File: src/hdl/see_cell.sv
`timescale 1ns / 1ps
`default_nettype none
// one stack entry; shifts toward its neighbors on push and pop
module see_cell (
  input  wire logic        clk_i,
  input  wire logic        rst_ni,
  input  wire logic        clear_i,
  input  wire logic        push_i,
  input  wire logic        pop_i,
  input  wire logic        wr_top_i,
  input  wire logic        is_top_i,
  input  wire logic [63:0] top_val_i,
  input  wire logic [63:0] up_i,
  input  wire logic [63:0] down_i,
  output logic      [63:0] val_o,
  output logic             valid_o
);
  logic [63:0] val_q, val_d;
  logic valid_q, valid_d;
  logic up_valid;

  // cell 0 holds the top; push shifts down, pop shifts up
  assign up_valid = 1'b0;
  always_comb begin
    val_d = val_q;
    valid_d = valid_q;
    if (clear_i) begin
      valid_d = up_valid;
    end else if (push_i) begin
      val_d = up_i;
      valid_d = 1'b1;
    end else if (pop_i) begin
      val_d = down_i;
    end
    if (wr_top_i && is_top_i) begin
      val_d = top_val_i;
    end
  end

  always_ff @(posedge clk_i or negedge rst_ni) begin
    if (!rst_ni) begin
      valid_q <= 1'b0;
    end else begin
      valid_q <= valid_d;
    end
  end

  always_ff @(posedge clk_i) begin
    val_q <= val_d;
  end

  assign val_o = val_q;
  assign valid_o = valid_q;
endmodule
`default_nettype wire

File: config.mk
export PLATFORM = sky130hd
export DESIGN_NAME = see_cell
export DESIGN_NICKNAME = d
export VERILOG_FILES = /design/src/hdl/see_cell.sv
export SDC_FILE = /design/constraint.sdc
export NUM_CORES = 1
export LEC_CHECK = 0
export ABC_AREA = 1
export BUFFER_PORTS_ARGS = -buffer_cell sky130_fd_sc_hd__buf_4
export CAP_MARGIN = 20
export CORE_ASPECT_RATIO = 1.2
export CORE_MARGIN = 5
export CORE_UTILIZATION = 42
export DETAILED_ROUTE_END_ITERATION = 7
export GPL_ROUTABILITY_DRIVEN = 1
export PLACE_DENSITY = 0.85
export SYNTH_ARGS = -nofsm -noshare
export SYNTH_HDL_FRONTEND = slang
export SYNTH_SLANG_ARGS = --single-unit
File: constraint.sdc
create_clock -name clk_i -period 0.8 [get_ports clk_i]
set_input_delay 0.2 -clock clk_i [delete_from_list [all_inputs] [get_ports clk_i]]
set_output_delay 0.2 -clock clk_i [all_outputs]
set_load 0.01 [all_outputs]
After elaboration in Yosys (flattened, before gate mapping)
Index checks and enable logic that the tools add are counted.
Storage, ports and cells
  logic and storage cells: 13
  register bits: 65
  bits of input ports: 199
Operators by class
  muxes and demuxes: 6
  equal/unequal tests: 1
  reductions and logical operators: 4
Operator list (count)
  64-bit 2-to-1 mux: 4
  3-bit nonzero test: 1
  1-bit 2-to-1 mux: 2
  2-bit by 1-bit inequality test with 1-bit output (second input constant): 1
  2-bit AND reduction: 1
  2-bit nonzero test: 1
  1-bit logical AND: 1

Longest topological paths before layout
Gate-level depths: netlist (run 1).
  word-level depth: 4
  mapped depth: 5
  depth with buffers taken out: 4

Worst setup path after synthesis (run 1)
OpenSTA, ideal clock, no wires.
  kind: input -> register
  start point: input push_i
  end point: register val_q[0] (netlist: val_o[0]) (enable)
  cell stages on the path: 3
  path buffers: 1
  setup time: 0.574 ns
  setup slack: -4.684 ns
  data arrival time: 4.910 ns
  path through: buf_4 -> nor2_1 -> o21ai_0
Between the ends
  longest elaborated chain between the ends: 2
Ends and longest elaborated chain
  start: declaration: line 8  | input wire logic push_i,
  3-bit nonzero test (no source line)
  2-bit AND reduction (no source line)
  end signal: assignment: line 49  | val_q <= val_d;
  end: declaration: line 18  | logic [63:0] val_q, val_d;
No other way between the ends.
A chain may end at the register's enable or synchronous reset.

Worst setup path after layout (run 1)
  start point: register val_q[43] (netlist: val_o[43])
  end point: output val_o[43]
RTL lines
  end: declaration: line 15  | output logic [63:0] val_o,
No word-level cell between the ends.

==> reports/metrics.yaml, run 1 <==
outcome:
  outcome: "complete, but fails checks"
  violations: "negative setup slack"
clock_tree:
  cts_root_buffer: "clkbuf_8"
  cts-htree-levels: 3
  cts_tree: "yes"
  insertion_delay_ns: 0.34
  cts_sinks: 65
  cts.clk_slew.worst_paths_ns: 0.07
  cts_max_path_buffers: 2
  cts_made_buffers: 9
worst_setup_path:
  path_depth: 1
  critPathLaunchType: "flip-flop"
  path_class: "flip-flop to output pin"
  path_buf_inv: 1
  r2r_start: "valid_o"
  max_stage_delay_ns: 0.43
  cp_top_family: "flip-flops"
  crit_start: "val_o[43]"
  crit_chain: "buf_6"
  r2r.worst_path.cells: 2
  cp-end-kind: "output pin"
  cp_slowest_cell: "edfxtp_1"
  reg2reg_slack_ns: 0.14
  cp_max_fo: 1
  worstPathRequired_ns: 0.60
  crit_end: "val_o[43]"
  arrival_ns: 0.92
  rr_endpoint: "valid_o"
yosys:
  synth_cell_types: 12
  syn-instance-count: 546
  avgSynthCellArea_um2: 7.147
  synth_area_um2: 3902
  synth_seq_cells: 65
  syn_nets: 745
  ys_seq_area_frac: 0.4989
  yosys_warnings: 0
timing:
  fin_crit_sh: 1.405
  finalCriticalPeriod_ns: 1.124
  slew_headroom: 0.8024
  tightest_slew_ns: 0.2963
  hold_viol_final: 0
  slew_viol_final: 0
  worst_slack_ns: -0.3241
  setup_viol_count_final: 67
  fin_setup_tns_ns: -17.16
  clock_skew_ns: 0
  rsz0062_at_grt: "yes"
  timing.fmax_mhz: 889.6
cells_and_area:
  final_cells: 945
  final_common_cell: "nand2_1"
  final_nets: 1019
  fillers: 644
  diodes: 0
  seq_area_um2: 1947
  multi_input_area_um2: 1582
  layout_common_cells: "nand2_1, buf_4, inv_1"
  syn_to_final_growth_pct: 78.78
  drive_above_1_share: 0.4291
routing:
  drtIter0Drc: 176
  vias_per_cell: 4.752
  drtPass1Iterations: 4
  routedWlPerCell_um: 15.63
  drt-total-wl_um: 14770
  drc: 0
  vias: 4491
  detail-route-antenna-nets: 0
global_route:
  grt_max_degree: 35
  antenna_found_initial: 0
  grt_usage: 0.2434
  grt_pass1_wl_um: 21640
  overflow: 0
  first_global_vias: 4538
placement:
  gp_congestion: 0.9097
  pre_cts_slack_ns: -0.4173
  dpl.hpwl_um: 10930
  numPortBuffers: 263
  place_inst: 921
run:
  cap_violations: 0
floorplan:
  dieArea_um2: 11330
  core_um2: 9081
  start_util: 0.4297
  io_pins: 264
  chipHeight_um: 115.6
  die_x_um: 98.00
  rows: 38
power:
  power_density_nw_per_um2: 1517
  ir_worst_vdd_mv: 0.8266
  p_total_uw: 10580
  cellLeakagePower_uw: 0.003955
hold_path:
  holdCritPathClass: "primary input to flip-flop"
stage by stage:
stage | util | hold slack (ns) | cell area (µm²)
5_1_grt | 0.7683 | 0.02295 | 6977
4_1_cts | 0.7430 | 0.03670 | 6748
3_5_place_dp | 0.7024 | -0.02389 | 6379
3_3_place_gp | 0.7024 | -0.02527 | 6379
2_1_floorplan | - | -0.09559 | 4284
6_report | 0.7683 | 0.03189 | 6977
state kept, by name (all words and copies together), names as in the netlist:
register / count
val_o: 64
valid_o: 1
repair_timing:
action                                  4_1_cts  5_1_grt
hold buffers                                  1        0
pin swaps                                     0        1
gates cloned                                  0        5
resized for setup                            48       27
endpoints found under the setup margin       96      139
endpoints found under the hold margin         1        0
buffers inserted                              0        2
how the worst min path moves through the flow:
stage | startpoint | endpoint | slack (ns) | depth (start not counted)
finish | clear_i | valid_o | 0.03 | 2
detailed placement | rst_ni | valid_o | -0.02 | 1
global placement | rst_ni | valid_o | -0.03 | 1
CTS | clear_i | valid_o | 0.04 | 2
global route | clear_i | valid_o | 0.02 | 2
floorplan | rst_ni | valid_o | -0.1 | 0
report_power, final:
group | switching (µW) | internal (µW) | total, µW
Combinational | 1450 | 1940 | 3390
Sequential | 217 | 4310 | 4530
Clock | 1240 | 1420 | 2660
metal layers:
layer / GRT usage / wire [µm] / up-vias
li1: - / - / 2172
met1: 0.2382 / 4877 / 2074
met2: 0.4764 / 8329 / 203
met3: 0.06201 / 1054 / 42
met4: 0.1127 / 512 / 0
met5: 0 / 0 / -
layout make-up:
cell class              instances  share of cell area
well taps                     120             0.02152
clock inverters                 4            0.006277
inverters                     130             0.07030
flip-flops and latches         65              0.2791
multi-input cells             325              0.2267
repair buffers                289              0.3768
clock buffers                  12             0.01937
synthesized netlist by cell type, drive strengths merged:
cell / instances / area [µm²]
buf: 25 / 162.7
clkbuf: 1 / 3.750
dfrtp: 1 / 25.02
edfxtp: 64 / 1922
inv: 130 / 488.0
nand2: 257 / 964.7
nand3: 64 / 320.3
nor2: 3 / 11.26
o21ai: 1 / 5.000
cells by family (layout without fill, tap and decap cells):
group | count (synthesis) | after routing | synth area share
AND/OR/NAND/NOR | 324 | 324 | 0.3322
flip-flops | 65 | 65 | 0.4989
AO/OA/AOI/OAI | 1 | 1 | 0.001281
buffers and inverters | 156 | 435 | 0.1677
(Power assumes the default switching activity.)
==> run 2: changes to the inputs <==
ABC_AREA = unset   (was 1)
CORE_UTILIZATION = 40   (was 42)
PLACE_DENSITY = 0.84   (was 0.85)
==> reports/metrics.yaml, run 2 <==
run:
  cap_violations: 0  # unchanged
routing:
  drt-total-wl_um: 13530  # was 14770 µm
  vias: 3679  # was 4491
  drc: 0  # unchanged
  vias_per_cell: 5.324  # was 4.752
  drtPass1Iterations: 5  # was 4
  detail-route-antenna-nets: 0  # unchanged
  routedWlPerCell_um: 19.58  # was 15.63 µm
  drtIter0Drc: 190  # was 176
timing:
  hold_ws_ns: 0.06904  # was 0.03189 ns
  fin_crit_sh: 1.371  # was 1.405
  finalCriticalPeriod_ns: 1.097  # was 1.124 ns
  tightest_slew_ns: 0.3559  # was 0.2963 ns
  worst_slack_ns: -0.2966  # was -0.3241 ns
  slew_viol_final: 0  # unchanged
  fin_setup_tns_ns: -18.38  # was -17.16 ns
  clock_skew_ns: 0  # unchanged
  setup_viol_count_final: 134  # was 67
  timing.fmax_mhz: 911.9  # was 889.6 MHz
  slew_headroom: 0.7627  # was 0.8024
  hold_viol_final: 0  # unchanged
  rsz0062_at_grt: "yes"  # unchanged
global_route:
  first_global_vias: 3881  # was 4538
  grt_pass1_wl_um: 19640  # was 21640 µm
  antenna_found_initial: 0  # unchanged
  grt_usage: 0.2421  # was 0.2434
  grt_max_degree: 34  # was 35
  overflow: 0  # unchanged
worst_setup_path:
  arrival_ns: 0.90  # was 0.92 ns
  rr_endpoint: "valid_o"  # unchanged
  cp_top_family: "flip-flops"  # unchanged
  crit_chain: "buf_6"  # unchanged
  cp-end-kind: "output pin"  # unchanged
  max_stage_delay_ns: 0.42  # was 0.43 ns
  reg2reg_slack_ns: 0.18  # was 0.14 ns
  cp_slowest_cell: "edfxtp_1"  # unchanged
  cp_max_fo: 1  # unchanged
  worstPathRequired_ns: 0.60  # about the same
  r2r_start: "valid_o"  # unchanged
  r2r.worst_path.cells: 2  # unchanged
  critPathLaunchType: "flip-flop"  # unchanged
  path_class: "flip-flop to output pin"  # unchanged
  path_buf_inv: 1  # unchanged
cells_and_area:
  syn_to_final_growth_pct: 84.16  # was 78.78%
  final_common_cell: "buf_4"  # was nand2_1
  layout_common_cells: "buf_4, buf_6, nand3_1, edfxtp_1, mux2i_1"  # was nand2_1, buf_4, inv_1
  fin_area_um2: 6401  # was 6977 µm²
  final_nets: 768  # was 1019
  drive_above_1_share: 0.5453  # was 0.4291
  diodes: 0  # unchanged
  largest_reg_flops: 64  # unchanged
clock_tree:
  cts.clk_slew.worst_paths_ns: 0.07  # about the same
  cts_max_path_buffers: 2  # unchanged
  cts_made_buffers: 9  # unchanged
  cts_sinks: 65  # unchanged
  cts_root_buffer: "clkbuf_8"  # unchanged
  cts-htree-levels: 3  # unchanged
  cts_tree: "yes"  # unchanged
  insertion_delay_ns: 0.34  # about the same
hold_path:
  hold_path_startpoint: "clear_i"  # unchanged
  holdCritPathClass: "primary input to flip-flop"  # unchanged
  min_to: "valid_o"  # unchanged
  min_path_cells: 2  # unchanged
placement:
  gp_congestion: 0.7578  # was 0.9097
  placed_area_um2: 5542  # was 6379 µm²
  numPortBuffers: 263  # unchanged
  dpl.hpwl_um: 9433  # was 10930 µm
yosys:
  yosys.area.top_type: "edfxtp_1"  # unchanged
  syn_nets: 490  # was 745
  synthFlopType: "edfxtp_1"  # unchanged
  synth-edff-count: 64  # unchanged
  yosys_warnings: 0  # unchanged
  synthTopCellsByCount: "edfxtp_1, mux2i_1, nand3_1"  # was nand2_1, inv_1, edfxtp_1, nand3_1, buf_2
  ys_seq_area_frac: 0.5601  # was 0.4989
  synthArstFlopShare: 0.01538  # unchanged
  synth_area_um2: 3476  # was 3902 µm²
  synth.area.top_cells: "edfxtp_1, mux2i_1, nand3_1"  # was edfxtp_1, nand2_1, inv_1
  yosysTopAreaCellShare: 0.5529  # was 0.4925
  syn-instance-count: 291  # was 546
  avgSynthCellArea_um2: 11.94  # was 7.147 µm²
  synth_seq_cells: 65  # unchanged
  synth_cell_types: 15  # was 12
power:
  ir_worst_vdd_mv: 0.9657  # was 0.8266 mV
  cellLeakagePower_uw: 0.002911  # was 0.003955 µW
  power_density_nw_per_um2: 1639  # was 1517 nW/µm²
  p_total_uw: 10490  # was 10580 µW
floorplan:
  core_um2: 8518  # was 9081 µm²
  start_util: 0.4080  # was 0.4297
  die_x_um: 95.10  # was 98.00 µm
  rows: 37  # was 38
  chipHeight_um: 112.1  # was 115.6 µm
  io_pins: 264  # unchanged
  dieArea_um2: 10660  # was 11330 µm²
outcome:
  outcome: "complete, but fails checks"  # unchanged
  violations: "negative setup slack"  # unchanged
-- run 2: routing by layer --
metal  vias to the layer above  GRT usage  part of all wire
met3                        40     0.1046              0.12
met5                         -          0                 0
met4                         0     0.1126             0.035
met2                       255     0.4180              0.52
met1                      1710     0.2476              0.33
li1                       1674          -                 -
-- run 2: cell families (layout without fill, tap and decap cells) --
family | after synthesis | in the layout | share of synthesized area
AO/OA/AOI/OAI | 65 | 65 | 0.09431
buffers and inverters | 29 | 312 | 0.06407
flip-flops | 65 | 65 | 0.5601
multiplexers | 64 | 64 | 0.1843
AND/OR/NAND/NOR | 68 | 68 | 0.09719
-- run 2: metrics by stage --
stage / instances / setup slack (ns) / util
3_3_place_gp: 655 / -0.4112 / 0.6506
6_report: 691 / -0.2966 / 0.7515
5_1_grt: 691 / -0.3224 / 0.7515
3_5_place_dp: 655 / -0.4644 / 0.6506
2_1_floorplan: 291 / -1.213 / -
4_1_cts: 685 / -0.3111 / 0.7328
-- run 2: power by group --
group | switching, µW | internal [µW]
clock | 1230 | 1520
combinational | 1250 | 1970
sequential | 214 | 4300
-- run 2: how the worst max path moves through the flow --
stage | cells past startpoint | slack (ns) | start | end
floorplan | 5 | -1.21 | push_i | val_o[0]
global placement | 4 | -0.41 | push_i | val_o[45]
detailed placement | 4 | -0.46 | wr_top_i | val_o[24]
CTS | 1 | -0.31 | val_o[59] | val_o[59]
global route | 1 | -0.32 | val_o[50] | val_o[50]
finish | 1 | -0.30 | val_o[24] | val_o[24]
-- run 2: cell type report --
class	instances	area [µm²]
clock inverter	3	42.54
clock buffer	13	148.9
multi-input combinational	197	1344
timing repair buffer	296	2773
sequential	65	1947
tap	117	146.4
fill	611	2117
-- run 2: repair_timing --
action	CTS	global route
setup endpoints to repair	190	143
pin swaps	2	3
cloned	7	3
hold buffers	1	0
setup buffers	6	6
resized for setup	76	29
hold endpoints to repair	1	0
==> run 3: changes to the inputs <==
clock period = 1.2 ns   (was 0.8 ns; I/O delays follow)
==> reports/metrics.yaml, run 3 (synthesized netlist as in run 2, its figures left out) <==
outcome:
  outcome: "complete, but fails checks"  # unchanged
  violations: "negative setup slack"  # unchanged
floorplan:
  die_x_um: 95.10  # unchanged
  rows: 37  # unchanged
  start_util: 0.4080  # unchanged
  chipHeight_um: 112.1  # unchanged
  dieArea_um2: 10660  # unchanged
  io_pins: 264  # unchanged
  core_um2: 8518  # unchanged
routing:
  detail-route-antenna-nets: 0  # unchanged
  drt-total-wl_um: 12840  # was 13530 µm
  drtPass1Iterations: 4  # was 5
  routedWlPerCell_um: 18.88  # was 19.58 µm
  vias: 3513  # was 3679
  drc: 0  # unchanged
  vias_per_cell: 5.166  # was 5.324
  drtIter0Drc: 130  # was 190
worst_setup_path:
  critPathLaunchType: "flip-flop"  # unchanged
  cp_top_family: "flip-flops"  # unchanged
  worstPathRequired_ns: 0.90  # was 0.60 ns
  crit_chain: "buf_6"  # unchanged
  path_class: "flip-flop to output pin"  # unchanged
  cp_slowest_cell: "edfxtp_1"  # unchanged
  r2r.worst_path.cells: 2  # unchanged
  arrival_ns: 0.91  # was 0.90 ns
  reg2reg_slack_ns: 0.58  # was 0.18 ns
  rr_endpoint: "valid_o"  # unchanged
  cp-end-kind: "output pin"  # unchanged
  path_buf_inv: 1  # unchanged
  max_stage_delay_ns: 0.43  # was 0.42 ns
  cp_max_fo: 1  # unchanged
  r2r_start: "valid_o"  # unchanged
cells_and_area:
  syn_to_final_growth_pct: 70.37  # was 84.16%
  fillers: 668  # was 611
  drive_above_1_share: 0.5293  # was 0.5453
  final_nets: 757  # was 768
  diodes: 0  # unchanged
  largest_reg_flops: 64  # unchanged
  multi_input_area_um2: 1326  # was 1344 µm²
  seq_area_um2: 1947  # unchanged
  final_cells: 680  # was 691
  final_common_cell: "buf_4"  # unchanged
  layout_common_cells: "buf_4, mux2i_1, nand3_1, edfxtp_1, o21ai_1"  # was buf_4, buf_6, nand3_1, edfxtp_1, mux2i_1
hold_path:
  hold_path_startpoint: "clear_i"  # unchanged
  holdCritPathClass: "primary input to flip-flop"  # unchanged
  min_path_cells: 2  # unchanged
  min_to: "valid_o"  # unchanged
clock_tree:
  postCtsSetupBuffers: 0  # was 6
  cts_made_buffers: 9  # unchanged
  cts-htree-levels: 3  # unchanged
  insertion_delay_ns: 0.33  # was 0.34 ns
  cts_tree: "yes"  # unchanged
  cts_root_buffer: "clkbuf_8"  # unchanged
  cts_sinks: 65  # unchanged
  cts.clk_slew.worst_paths_ns: 0.07  # about the same
  cts_max_path_buffers: 2  # unchanged
timing:
  finalCriticalPeriod_ns: 1.213
  timing.fmax_mhz: 824.2
  hold_viol_final: 0  # unchanged
  fin_setup_tns_ns: -0.01333  # was -18.38 ns
  slew_viol_final: 0  # unchanged
  hold_ws_ns: 0.1781  # was 0.06904 ns
  slew_headroom: 0.7783  # was 0.7627
  rsz0062_at_grt: "yes"  # unchanged
  tightest_slew_ns: 0.3325  # was 0.3559 ns
  setup_viol_count_final: 1  # was 134
  worst_slack_ns: -0.01333  # was -0.2966 ns
  clock_skew_ns: 0  # unchanged
  fin_crit_sh: 1.011
power:
  cellLeakagePower_uw: 0.002722  # was 0.002911 µW
  ir_worst_vdd_mv: 0.7028  # was 0.9657 mV
  power_density_nw_per_um2: 1108  # was 1639 nW/µm²
  p_total_uw: 6564  # was 10490 µW
placement:
  gp_congestion: 0.8127  # was 0.7578
  place_inst: 663  # was 655
  dpl.hpwl_um: 10250  # was 9433 µm
  numPortBuffers: 263  # unchanged
global_route:
  grt_usage: 0.2352  # was 0.2421
  grt_max_degree: 33  # was 34
  antenna_found_initial: 0  # unchanged
  first_global_vias: 3799  # was 3881
  grt_pass1_wl_um: 19270  # was 19640 µm
  overflow: 0  # unchanged
run:
  cap_violations: 0  # unchanged
-- run 3: changes by cell type in the layout (fill, tap and decap cells not counted), moves of 4 or more --
cell     previous run  this run
buf_12              4         8
buf_4             207       254
o21ai_1            51        38
o21ai_0            13        26
buf_6              70        22
buf_16              8         0
-- run 3: worst max path at each step --
stage / start / endpoint / slack, ns / depth (start not counted)
2_1_floorplan: push_i / val_o[0] / -0.91 / 5
3_3_place_gp: push_i / val_o[45] / -0.09 / 4
3_5_place_dp: is_top_i / val_o[23] / -0.13 / 4
4_1_cts: val_o[23] / val_o[23] / -0.05 / 1
5_1_grt: val_o[23] / val_o[23] / -0.07 / 1
6_report: val_o[23] / val_o[23] / -0.01 / 1
-- run 3: repair_timing --
item | CTS | global route
hold buffers | 1 | 0
cloned | 0 | 0
endpoints found under the setup margin | 4 | 24
endpoints found under the hold margin | 1 | 0
resized for setup | 4 | 18
-- run 3: per-stage QoR --
step	util	cell area, µm²	setup slack, ns
after detailed placement	0.6635	5652	-0.1342
after floorplan	-	3502	-0.9126
final	0.6952	5922	-0.01333
after global routing	0.6952	5922	-0.06859
after global placement	0.6635	5652	-0.09493
after CTS	0.6873	5854	-0.04956
-- run 3: metal layers --
| metal | GRT usage | vias up | routed length (µm) |
|---|---|---|---|
| met1 | 0.2463 | 1651 | 4254 |
| met2 | 0.4185 | 192 | 6886 |
| li1 | - | 1646 | - |
| met4 | 0.08373 | 0 | 297 |
| met3 | 0.09249 | 24 | 1403 |
| met5 | 0 | - | 0 |
-- run 3: area by class of cell --
cell class | instances | share of cell area
Timing Repair Buffer | 285 | 0.3926
Sequential cell | 65 | 0.3288
Multi-Input combinational cell | 197 | 0.2240
Clock inverter | 5 | 0.007817
Tap cell | 117 | 0.02472
Clock buffer | 11 | 0.02218
-- run 3: power by group --
| group | switching, µW | internal, µW | leakage [µW] |
|---|---|---|---|
| clock | 793 | 937 | 0.0000898 |
| combinational | 779 | 1080 | 0.00199 |
| sequential | 112 | 2870 | 0.000641 |
| total | 1680 | 4880 | 0.00272 |
